`src/design/dhi_pkg.sv`:
```
package dhi_pkg;
    localparam int CFG_TABLE_SIZE = 0;
    localparam int CFG_SECOND_MOD = 1;

    localparam int TABLE_DEPTH = 32;
    localparam int IDX_W       = $clog2(TABLE_DEPTH);

    typedef enum logic [1:0] {
        T_FR_IDLE,
        T_FR_DIV,
        T_FR_PUSH
    } t_front_state;

    typedef enum logic [1:0] {
        T_BK_IDLE,
        T_BK_READ,
        T_BK_CHECK,
        T_BK_OUT
    } t_back_state;
endpackage

```
`src/design/dhi_front.sv`:
```
module dhi_front import dhi_pkg::*; #(
    parameter int KEY_WIDTH = 31
) (
    input  logic                 i_clk,
    input  logic                 i_rst_n,
    input  logic                 i_valid,
    output logic                 o_stall,
    input  logic [KEY_WIDTH-1:0] i_key,
    input  logic [6:0]           i_size,
    input  logic [15:0]          i_modr,
    output logic                 o_push,
    input  logic                 i_full,
    output logic [6:0]           o_home,
    output logic [16:0]          o_step
);
    localparam int CW = $clog2(KEY_WIDTH + 1);

    t_front_state r_state, n_state;
    logic [KEY_WIDTH-1:0] r_q1, r_q2;
    logic [6:0]           r_rem1;
    logic [16:0]          r_rem2;
    logic [CW-1:0]        r_cnt;
    logic [7:0]           w_t1;
    logic [17:0]          w_t2;

    assign w_t1 = {r_rem1, r_q1[KEY_WIDTH-1]};
    assign w_t2 = {r_rem2, r_q2[KEY_WIDTH-1]};

    always_comb begin
        n_state = r_state;
        unique case (r_state)
            T_FR_IDLE: if (i_valid) n_state = T_FR_DIV;
            T_FR_DIV:  if (r_cnt == CW'(KEY_WIDTH - 1)) n_state = T_FR_PUSH;
            T_FR_PUSH: if (!i_full) n_state = T_FR_IDLE;
            default:   n_state = T_FR_IDLE;
        endcase
    end

    always_comb begin
        o_stall = (r_state != T_FR_IDLE);
        o_push  = (r_state == T_FR_PUSH) && !i_full;
        o_home  = r_rem1;
        o_step  = {1'b0, i_modr} - r_rem2;
    end

    always_ff @(posedge i_clk) begin
        if (!i_rst_n) begin
            r_state <= T_FR_IDLE;
        end else begin
            r_state <= n_state;
        end
    end

    always_ff @(posedge i_clk) begin
        if (r_state == T_FR_IDLE) begin
            r_q1   <= i_key;
            r_q2   <= i_key;
            r_rem1 <= '0;
            r_rem2 <= '0;
            r_cnt  <= '0;
        end else if (r_state == T_FR_DIV) begin
            r_cnt <= r_cnt + 1'b1;
            r_q1  <= r_q1 << 1;
            r_q2  <= r_q2 << 1;
            if (w_t1 >= {1'b0, i_size}) r_rem1 <= 7'(w_t1 - {1'b0, i_size});
            else                        r_rem1 <= w_t1[6:0];
            if (w_t2 >= {2'b0, i_modr}) r_rem2 <= 17'(w_t2 - {2'b0, i_modr});
            else                        r_rem2 <= w_t2[16:0];
        end
    end

`ifndef SYNTHESIS
    a_home_lt_size: assert property (@(posedge i_clk) disable iff (!i_rst_n)
        o_push |-> (o_home < i_size)) else $error("home out of range");
    a_step_nonzero: assert property (@(posedge i_clk) disable iff (!i_rst_n)
        o_push |-> (o_step != 17'd0)) else $error("zero step");
    a_push_once: assert property (@(posedge i_clk) disable iff (!i_rst_n)
        o_push |=> !o_push) else $error("double push");
`endif
endmodule

```
`src/design/dhi_back.sv`:
```
module dhi_back import dhi_pkg::*; (
    input  logic        i_clk,
    input  logic        i_rst_n,
    input  logic        i_qvalid,
    output logic        o_pop,
    input  logic [6:0]  i_home,
    input  logic [16:0] i_step,
    input  logic [6:0]  i_size,
    output logic        o_valid,
    input  logic        i_stall,
    output logic [4:0]  o_slot,
    output logic        o_stored,
    output logic [5:0]  o_probe_collisions,
    output logic [15:0] o_total_collisions
);
    t_back_state r_state, n_state;
    logic [TABLE_DEPTH-1:0] r_valid;
    logic [6:0]  r_pos, r_stepm, r_hits;
    logic [16:0] r_sred;
    logic [4:0]  r_rcnt;
    logic        r_hit_free;
    logic [15:0] r_total;
    logic [7:0]  w_next;
    logic [7:0]  w_t;
    logic        w_free;

    assign w_free = !r_valid[r_pos[IDX_W-1:0]];
    assign w_next = {1'b0, r_pos} + {1'b0, r_stepm};
    assign w_t    = {r_stepm, r_sred[16]};

    always_comb begin
        n_state = r_state;
        unique case (r_state)
            T_BK_IDLE:  if (i_qvalid) n_state = T_BK_READ;
            T_BK_READ:  if (r_rcnt == 5'd16) n_state = T_BK_CHECK;
            T_BK_CHECK: if (w_free || (r_hits + 7'd1 == i_size)) n_state = T_BK_OUT;
            T_BK_OUT:   if (!i_stall) n_state = T_BK_IDLE;
            default:    n_state = T_BK_IDLE;
        endcase
    end

    always_comb begin
        o_pop   = (r_state == T_BK_IDLE) && i_qvalid;
        o_valid = (r_state == T_BK_OUT);
    end

    always_ff @(posedge i_clk) begin
        if (!i_rst_n) begin
            r_state <= T_BK_IDLE;
            r_valid <= '0;
            r_total <= '0;
        end else begin
            r_state <= n_state;
            if (r_state == T_BK_CHECK) begin
                if (w_free) begin
                    r_valid[r_pos[IDX_W-1:0]] <= 1'b1;
                end
                if (w_free || (r_hits + 7'd1 == i_size)) begin
                    if ({1'b0, r_total} + {10'b0, r_hits} + {16'b0, !w_free} > 17'd65535)
                        r_total <= 16'hFFFF;
                    else
                        r_total <= 16'(r_total + r_hits + {15'b0, !w_free});
                end
            end
        end
    end

    // step reduced mod size, one step bit per cycle
    always_ff @(posedge i_clk) begin
        unique case (r_state)
            T_BK_IDLE: begin
                r_pos   <= i_home;
                r_sred  <= i_step;
                r_hits  <= '0;
                r_stepm <= '0;
                r_rcnt  <= '0;
            end
            T_BK_READ: begin
                r_rcnt <= r_rcnt + 5'd1;
                r_sred <= r_sred << 1;
                if (w_t >= {1'b0, i_size}) r_stepm <= 7'(w_t - {1'b0, i_size});
                else                       r_stepm <= w_t[6:0];
            end
            T_BK_CHECK: begin
                r_hit_free <= w_free;
                if (!w_free) begin
                    r_hits <= r_hits + 7'd1;
                    r_pos  <= (w_next >= {1'b0, i_size}) ? 7'(w_next - {1'b0, i_size})
                                                         : w_next[6:0];
                end
            end
            default: ;
        endcase
    end

    assign o_stored           = r_hit_free;
    assign o_slot             = r_hit_free ? r_pos[4:0] : 5'd0;
    assign o_probe_collisions = r_hits[5:0];
    assign o_total_collisions = r_total;

`ifndef SYNTHESIS
    a_hits_bound: assert property (@(posedge i_clk) disable iff (!i_rst_n)
        o_valid |-> ({1'b0, r_hits} <= {1'b0, i_size})) else $error("hits overflow");
    a_fail_full: assert property (@(posedge i_clk) disable iff (!i_rst_n)
        (o_valid && !o_stored) |-> (r_hits == i_size)) else $error("early fail");
    a_pos_range: assert property (@(posedge i_clk) disable iff (!i_rst_n)
        (r_state == T_BK_CHECK) |-> (r_pos < i_size)) else $error("probe range");
`endif
endmodule

```
`src/design/double_hash_insert.sv`:
```
// Flow from input transfer to result valid: the front derives the key remainders bit-serially,
// the result passes through the queue, the back reduces the step mod size bit-serially,
// then probes p slots, p = probes (1 to table_size). The front can take a new key once
// its last result has entered the queue: front and back overlap through a one-entry queue.
// Reset (i_rst_n low, synchronous) empties the table, zeroes the total and
// restores table_size 27 and second_modulus 23.
module double_hash_insert import dhi_pkg::*; #(
    parameter int KEY_WIDTH   = 31
) (
    input  logic                 i_clk,
    input  logic                 i_rst_n,
    input  logic                 i_valid,
    output logic                 o_stall,
    input  logic [KEY_WIDTH-1:0] i_key,
    output logic                 o_valid,
    input  logic                 i_stall,
    output logic [4:0]           o_slot,
    output logic                 o_stored,
    output logic [5:0]           o_probe_collisions,
    output logic [15:0]          o_total_collisions,
    input  logic                 psel,
    input  logic                 penable,
    input  logic                 pwrite,
    input  logic [2:0]           paddr,
    input  logic [31:0]          pwdata,
    output logic [31:0]          prdata,
    output logic                 pready
);
    logic [5:0]  r_table_size;
    logic [15:0] r_second_mod;
    logic [6:0]  w_size;
    logic [15:0] w_modr;
    logic        w_push, w_pop, r_qv;
    logic [6:0]  w_home, r_qhome;
    logic [16:0] w_step, r_qstep;

    assign pready = 1'b1;
    assign w_size = (r_table_size == 6'd0) ? 7'd1 :
                    ({1'b0, r_table_size} > 7'(TABLE_DEPTH)) ? 7'(TABLE_DEPTH) :
                    {1'b0, r_table_size};
    assign w_modr = (r_second_mod == 16'd0) ? 16'd1 : r_second_mod;

    always_comb begin
        unique case (paddr[2])
            1'b0:    prdata = {26'b0, r_table_size};
            default: prdata = {16'b0, r_second_mod};
        endcase
    end

    always_ff @(posedge i_clk) begin
        if (!i_rst_n) begin
            r_table_size <= 6'd27;
            r_second_mod <= 16'd23;
            r_qv         <= 1'b0;
        end else begin
            if (psel && penable && pwrite) begin
                if (paddr == 3'(4 * CFG_TABLE_SIZE)) r_table_size <= pwdata[5:0];
                if (paddr == 3'(4 * CFG_SECOND_MOD)) r_second_mod <= pwdata[15:0];
            end
            if (w_push)     r_qv <= 1'b1;
            else if (w_pop) r_qv <= 1'b0;
        end
    end

    always_ff @(posedge i_clk) begin
        if (w_push) begin
            r_qhome <= w_home;
            r_qstep <= w_step;
        end
    end

    dhi_front #(.KEY_WIDTH(KEY_WIDTH)) u_front (
        .i_clk, .i_rst_n, .i_valid, .o_stall, .i_key,
        .i_size(w_size), .i_modr(w_modr), .o_push(w_push), .i_full(r_qv),
        .o_home(w_home), .o_step(w_step)
    );

    dhi_back u_back (
        .i_clk, .i_rst_n, .i_qvalid(r_qv), .o_pop(w_pop),
        .i_home(r_qhome), .i_step(r_qstep), .i_size(w_size),
        .o_valid, .i_stall, .o_slot, .o_stored, .o_probe_collisions,
        .o_total_collisions
    );
endmodule

```
`config.mk`:
```
export PLATFORM = sky130hd
export DESIGN_NAME = double_hash_insert
export DESIGN_NICKNAME = d
export VERILOG_FILES = /design/src/design/dhi_pkg.sv /design/src/design/dhi_front.sv /design/src/design/dhi_back.sv /design/src/design/double_hash_insert.sv
export SDC_FILE = /design/constraint.sdc
export NUM_CORES = 1
export LEC_CHECK = 0
export BUFFER_PORTS_ARGS = -buffer_cell sky130_fd_sc_hd__clkbuf_2
export CAP_MARGIN = 5
export CORE_UTILIZATION = 50
export DETAILED_ROUTE_END_ITERATION = 10
export PLACE_DENSITY = 0.8
export SYNTH_ARGS = -nofsm -noshare
export SYNTH_HDL_FRONTEND = slang
export SYNTH_SLANG_ARGS = --single-unit
```
`constraint.sdc`:
```
create_clock -name i_clk -period 7.2 [get_ports i_clk]
set_input_delay 0.72 -clock i_clk [delete_from_list [all_inputs] [get_ports i_clk]]
set_output_delay 0.72 -clock i_clk [all_outputs]
set_load 0.1 [all_outputs]
```
======== Word-level counts from Yosys, hierarchy flattened ========
Index checks and enable logic that the tools add are counted.
word-level totals
  bits in registers ....................... 234
  latch bits .............................. 0
  bits in writable memories ............... 0
  memory bits (read-only) ................. 0
  input port bits ......................... 73
  output and inout port bits .............. 63
  memories ................................ 0
operators by class
  add/subtract/negate cells ............... 13
  multiply operators ...................... 0
  divide/modulo/power cells ............... 0
  order comparisons ....................... 8
  equality and inequality tests ........... 17
  shift-type cells ........................ 0
  muxes and demuxes ....................... 36
  bitwise gates (word level) .............. 2
  reduce and logical (&&, ||, !) cells .... 25
operators by type and width
  kind                                                             number
  two-way mux 31 bit                                               4
  two-way mux 16 bit                                               3
  case mux 7 bit (2 select lines)                                  3
  two-way mux 7 bit                                                5
  case mux 17 bit (2 select lines)                                 1
  bitwise OR 32 bit                                                1
  >= comparator 8 x 6 -> 1 bit                                     3
  subtractor 7 x 6 -> 7 bit                                        3
  >= comparator 18 x 16 -> 1 bit                                   1
  adder 16 x 7 -> 17 bit                                           1
  adder 17 x 1 -> 17 bit                                           1
  greater-than comparator 17 x 16 -> 1 bit, second input constant  1
  two-way mux 17 bit                                               1
  subtractor 16 x 17 -> 17 bit                                     1
  subtractor 17 x 16 -> 17 bit                                     1
  adder 16 x 1 -> 16 bit                                           1
  adder 16 x 7 -> 16 bit                                           1
  zero test 16 bit                                                 1
  two-way mux 2 bit                                                7
  two-way mux 6 bit                                                2
  adder 5 x 1 -> 5 bit, second input constant                      2
  == test 5 bit, second input constant                             2
  case mux 5 bit (2 select lines)                                  1
  AND reduction 2 bit                                              5
  other kinds (27)                                                 49

======== Longest topological paths before layout ========
  depth after elaboration ................. 7
  mapped depth ............................ 19
  gate-level depth less buffers ........... 16

======== Cells and area by module ========
From an unflattened synthesis, not the netlist that was laid out.
unflattened totals
  cell total of the unflattened synthesis .. 1227
  area total of the unflattened synthesis .. 12171.7 um^2
modules (own cells, without submodules)
  module              times used  cells an instance  area an instance (um^2)  seq. area each (um^2)
  dhi_back            1           551                5614.1                   2322.2
  dhi_front           1           487                4485.6                   1551.5
  double_hash_insert  1           189                2072.0                   1181.1

======== Worst setup path before layout ========
No wires, ideal clock.
  path type ............................... in2out
  start ................................... input port paddr[2]
  end ..................................... output port prdata[5]
  arrival ................................. 3210 ps
  data required time ...................... 6480 ps
  path slack .............................. 3270 ps
  stages .................................. 3
  buffers on the path ..................... 2
  cells stage by stage .................... clkbuf_1 -> clkbuf_1 -> o21ai_0
on the way
  cells in the longest elaborated chain, start to end .. 1
ends and longest elaborated chain
  element             line                      RTL
  start: declaration  double_hash_insert.sv:24  input logic [2:0] paddr,
  two-way mux 16 bit  double_hash_insert.sv:44  unique case (paddr[2])
  end: declaration    double_hash_insert.sv:26  output logic [31:0] prdata,
No other way between the ends.

======== Final worst setup path ========
  start ................................... register u_back.r_pos[0]
  end ..................................... register u_back.r_total[11] (netlist: u_back.o_total_collisions[11])
on the way
  cells in the longest elaborated chain, start to end .. 5
ends and longest elaborated chain
  element                                  line            RTL
  start: declaration                       dhi_back.sv:18  logic [6:0] r_pos, r_stepm, r_hits;
  start signal: assignment                 dhi_back.sv:72  r_pos <= i_home;
  start signal: assignment                 dhi_back.sv:88  r_pos <= (w_next >= {1'b0, i_size}) ? 7'(w_next - {1'b0, i_size})
  binary-select mux 1 bit (select 5 bit)   dhi_back.sv:27  assign w_free = !r_valid[r_pos[IDX_W-1:0]];
  two-way mux 1 bit (not written as such)  dhi_back.sv:27
  zero test 1 bit                          dhi_back.sv:27
  net u_back.w_free                        dhi_back.sv:25  logic w_free;
  logical OR 1 bit                         dhi_back.sv:58  if (w_free || (r_hits + 7'd1 == i_size)) begin
  AND reduction 2 bit (no line)            -
  end signal: assignment                   dhi_back.sv:62  r_total <= 16'(r_total + r_hits + {15'b0, !w_free});
  end: declaration                         dhi_back.sv:22  logic [15:0] r_total;
The timed path passes the listed nets, and every way through them passes these cells. The select of a mux whose other input is x is not followed.
A chain may end at the register's enable or synchronous reset.

==> metrics.txt <==
Initial Util 51.33%; # port buffers 102; placed cell count 1539; Clock Sinks 203; Max-cap violations 0; # IOs 136; wire length per cell 16.04 microns; fill count 1882; Synth Instances 1184; Place WS 2.576 ns; Root Buffer clkbuf_16; crit-path cells mux4_2, a221oi_1, o21ai_1, a22oi_2, inv_1, fa_1, inv_1, fa_1, nor2b_1, o21ai_0, a21oi_1, o211ai_1, a21o_1, a21boi_0, o221a_2; most frequent cells in the layout 118 x nand2_1, 104 x dfxtp_1, 102 x clkbuf_2; Final Critical Period 4.665 ns; cts hold-fix bufs 0; Reg-to-Reg Start u_back.r_pos[0]; # setup viols final 0; share of the synthesized area in the top cell type 25.43%; CP startpoint kind flop; R2R cell count 15; Finished Layout Cells 1581; Clock Path Buffers 3; clock slew seen by the registers of the worst setup and hold paths 0.06 ns; Setup WS post-layout 2.535 ns; die height 154.9 microns; first-pass GRT wire length 41770 microns; LEAKAGE 5.385 nW; Slew headroom 20.65%; top cells by area, synth edfxtp_1 25%, dfxtp_1 18%, ha_1 7.7%; detailed-route via count 8752; routability cong. 0.9403; layout cells sized above 1 17.27%; Skew-Pair Late Insertion Delay 0.53 ns; # nets final 1404; crit path DAT 5.08 ns; Crit. Startpoint u_back.r_pos[0]; CORE AREA 0.02278 sq mm; vias in the first global route 8445; area of the mapped netlist 0.01169 sq mm; PostCTS Resize Cnt 0; crit-path max FO 20; commonest non-fill, non-tap cell in the layout nand2_1; CP endpoint kind flop; Post-CTS Setup Bufs 0; DIE AREA 0.02400 sq mm; initial antenna violation count 0; pins over their slew limit 0; reg2reg end u_back.o_total_collisions[11]; Fmax achieved 214.3 MHz; largest net degree at the start of global routing 58; drt via density 5.536; Final Hold Viols 0; Final Cycle Share 64.80%; Peak supply drop 0.0002583 V; Crit-path slowest cell edfxtp_1; Worst EP required 7.61 ns; WL final 25350 microns; Async SR Flop Fraction 0%; synthesized area per cell 9.875 sq um; largest area contributor in the netlist edfxtp_1; clock buffer count from CTS 23; reg2reg setup slack 2.53 ns; setup TNS 0 ns; Hold Path Depth 3; CP bufs+invs 2; post-DP HPWL 17800 microns; FP Rows 55; register area share after synthesis 43.23%; actual slew at the worst max-slew pin 1.187 ns; max incr delay on CP 0.94 ns; drt drc 0; Setup CP Type flop to flop; final non-filler cell area 0.01308 sq mm; Final ANT Viol Nets 0; GRT Residual Overflow 0; hold path start pwdata[0]; Synth Flop Type dfxtp_1; synth warn 0; status finished clean; diodes inserted 0; die width 154.9 microns; Worst path top cell family by delay compound AO/OA/AOI/OAI gates; hold path endpoint r_second_mod[0]; initial detailed-routing violation count 553; #FFs+latches synth 203; count of cell types in the netlist 72; PwrDens 361.5 mW/mm^2; RSZ-0062 raised after global routing false; placed cell areas 0.01230 sq mm; # H-tree levels 1; area grow syn2layout 11.82%; Total GRT Usage 21.28%; Setup Skew 0.01691 ns; number of synthesized flops with an enable pin 99; CTS tree yes; first-pass iteration count of the detailed router 5; Hold Path Class input pin to flop
-- Yosys cell counts (3+ instances only) --
| cell type | n |
|---|---|
| nand2_1 | 118 |
| dfxtp_1 | 104 |
| edfxtp_1 | 99 |
| inv_1 | 79 |
| ha_1 | 72 |
| nor2_1 | 63 |
| o21ai_0 | 63 |
| mux2_2 | 55 |
| a21oi_1 | 52 |
| clkbuf_1 | 51 |
| mux2i_1 | 37 |
| nand3_1 | 36 |
| xnor2_1 | 34 |
| and2_1 | 26 |
| buf_4 | 25 |
| nor2b_1 | 21 |
| xor2_1 | 20 |
| a21o_1 | 17 |
| a311oi_1 | 15 |
| nor3_1 | 14 |
| o22ai_1 | 13 |
| nand2b_1 | 12 |
| nand4_1 | 11 |
| o211ai_1 | 10 |
| and3_1 | 9 |
| o21bai_1 | 9 |
| or3_1 | 9 |
| a31oi_1 | 8 |
| fa_1 | 8 |
| o21a_1 | 7 |
| mux4_2 | 6 |
| nor4_1 | 6 |
| buf_2 | 5 |
| o31ai_1 | 5 |
| a211oi_1 | 4 |
| a22o_1 | 4 |
| a21boi_0 | 3 |
| o311ai_0 | 3 |
| or2_2 | 3 |
| or4_1 | 3 |
-- area by class of cell --
cell class,instances,area [sq um],area share [%]
Clock inverter,9,107.6,0.8230
Multi-Input combinational cell,832,5978,45.72
Inverter,80,300.3,2.297
Timing Repair Buffer,111,578.1,4.421
Clock buffer,33,664.4,5.081
Tap cell,313,391.6,2.995
Sequential cell,203,5055,38.66
-- report_power, final --
part	switching, mW	leakage, nW	internal, mW	total (mW)
logic	1.14	3.11	0.817	1.96
registers	0.155	1.89	1.42	1.58
clock network	0.472	0.381	0.717	1.19
total	1.77	5.38	2.96	4.73
-- worst max path at each step --
stage / endpoint / cells after the start
6_report: u_back.o_total_collisions[11] / 15
5_1_grt: u_back.o_total_collisions[11] / 15
4_1_cts: u_back.o_total_collisions[11] / 15
3_5_place_dp: u_back.o_total_collisions[11] / 15
3_3_place_gp: u_back.o_total_collisions[9] / 16
2_1_floorplan: prdata[5] / 3
-- sequential cells by signal (all words and copies together), names as in the netlist, 2 cells and up --
| register | count |
|---|---|
| u_back.r_valid | 32 |
| u_front.r_q1 | 30 |
| r_qstep | 17 |
| u_back.r_sred | 17 |
| u_front.r_rem2 | 17 |
| r_second_mod | 16 |
| u_back.o_total_collisions | 16 |
| r_qhome | 7 |
| u_back.r_hits | 7 |
| u_back.r_pos | 7 |
| u_back.r_stepm | 7 |
| u_front.o_home | 7 |
| r_table_size | 6 |
| u_back.r_rcnt | 5 |
| u_front.r_cnt | 5 |
| u_back.r_state | 2 |
| u_front.r_state | 2 |
-- per-layer routing --
layer	GRT usage [%]	part of all wire, %	up-vias
met1	27.84	45	4121
met5	0	0	-
met4	6.931	2.7	0
met2	35.59	47	258
li1	-	-	4321
met3	3.900	5.7	52
-- per-stage QoR --
stage | power (mW) | hold slack [ns] | utilization [%]
after floorplan | 3.198 | 0.4196 | -
after global placement | 3.472 | 0.4294 | 54.01
after detailed placement | 3.529 | 0.4398 | 54.01
after CTS | 4.729 | 0.4038 | 57.40
after global routing | 5.010 | 0.4111 | 57.40
final | 4.727 | 0.4160 | 57.40
-- cells by family after synthesis --
group	synth area share, %
DFF	43.23
muxes	9.620
xor gates and xnor gates	4.238
and+or+nand+nor	14.14
AOI/OAI and AO/OA	13.45
buffers and inverters	6.185
adders and majority gates	9.074
other	0.06423
-- tightest hold or removal path, stage by stage --
cell and delay, ns:
clkbuf_2 0.09, nand2_1 0.04, nand3_1 0.06
(Power assumes the default switching activity.)
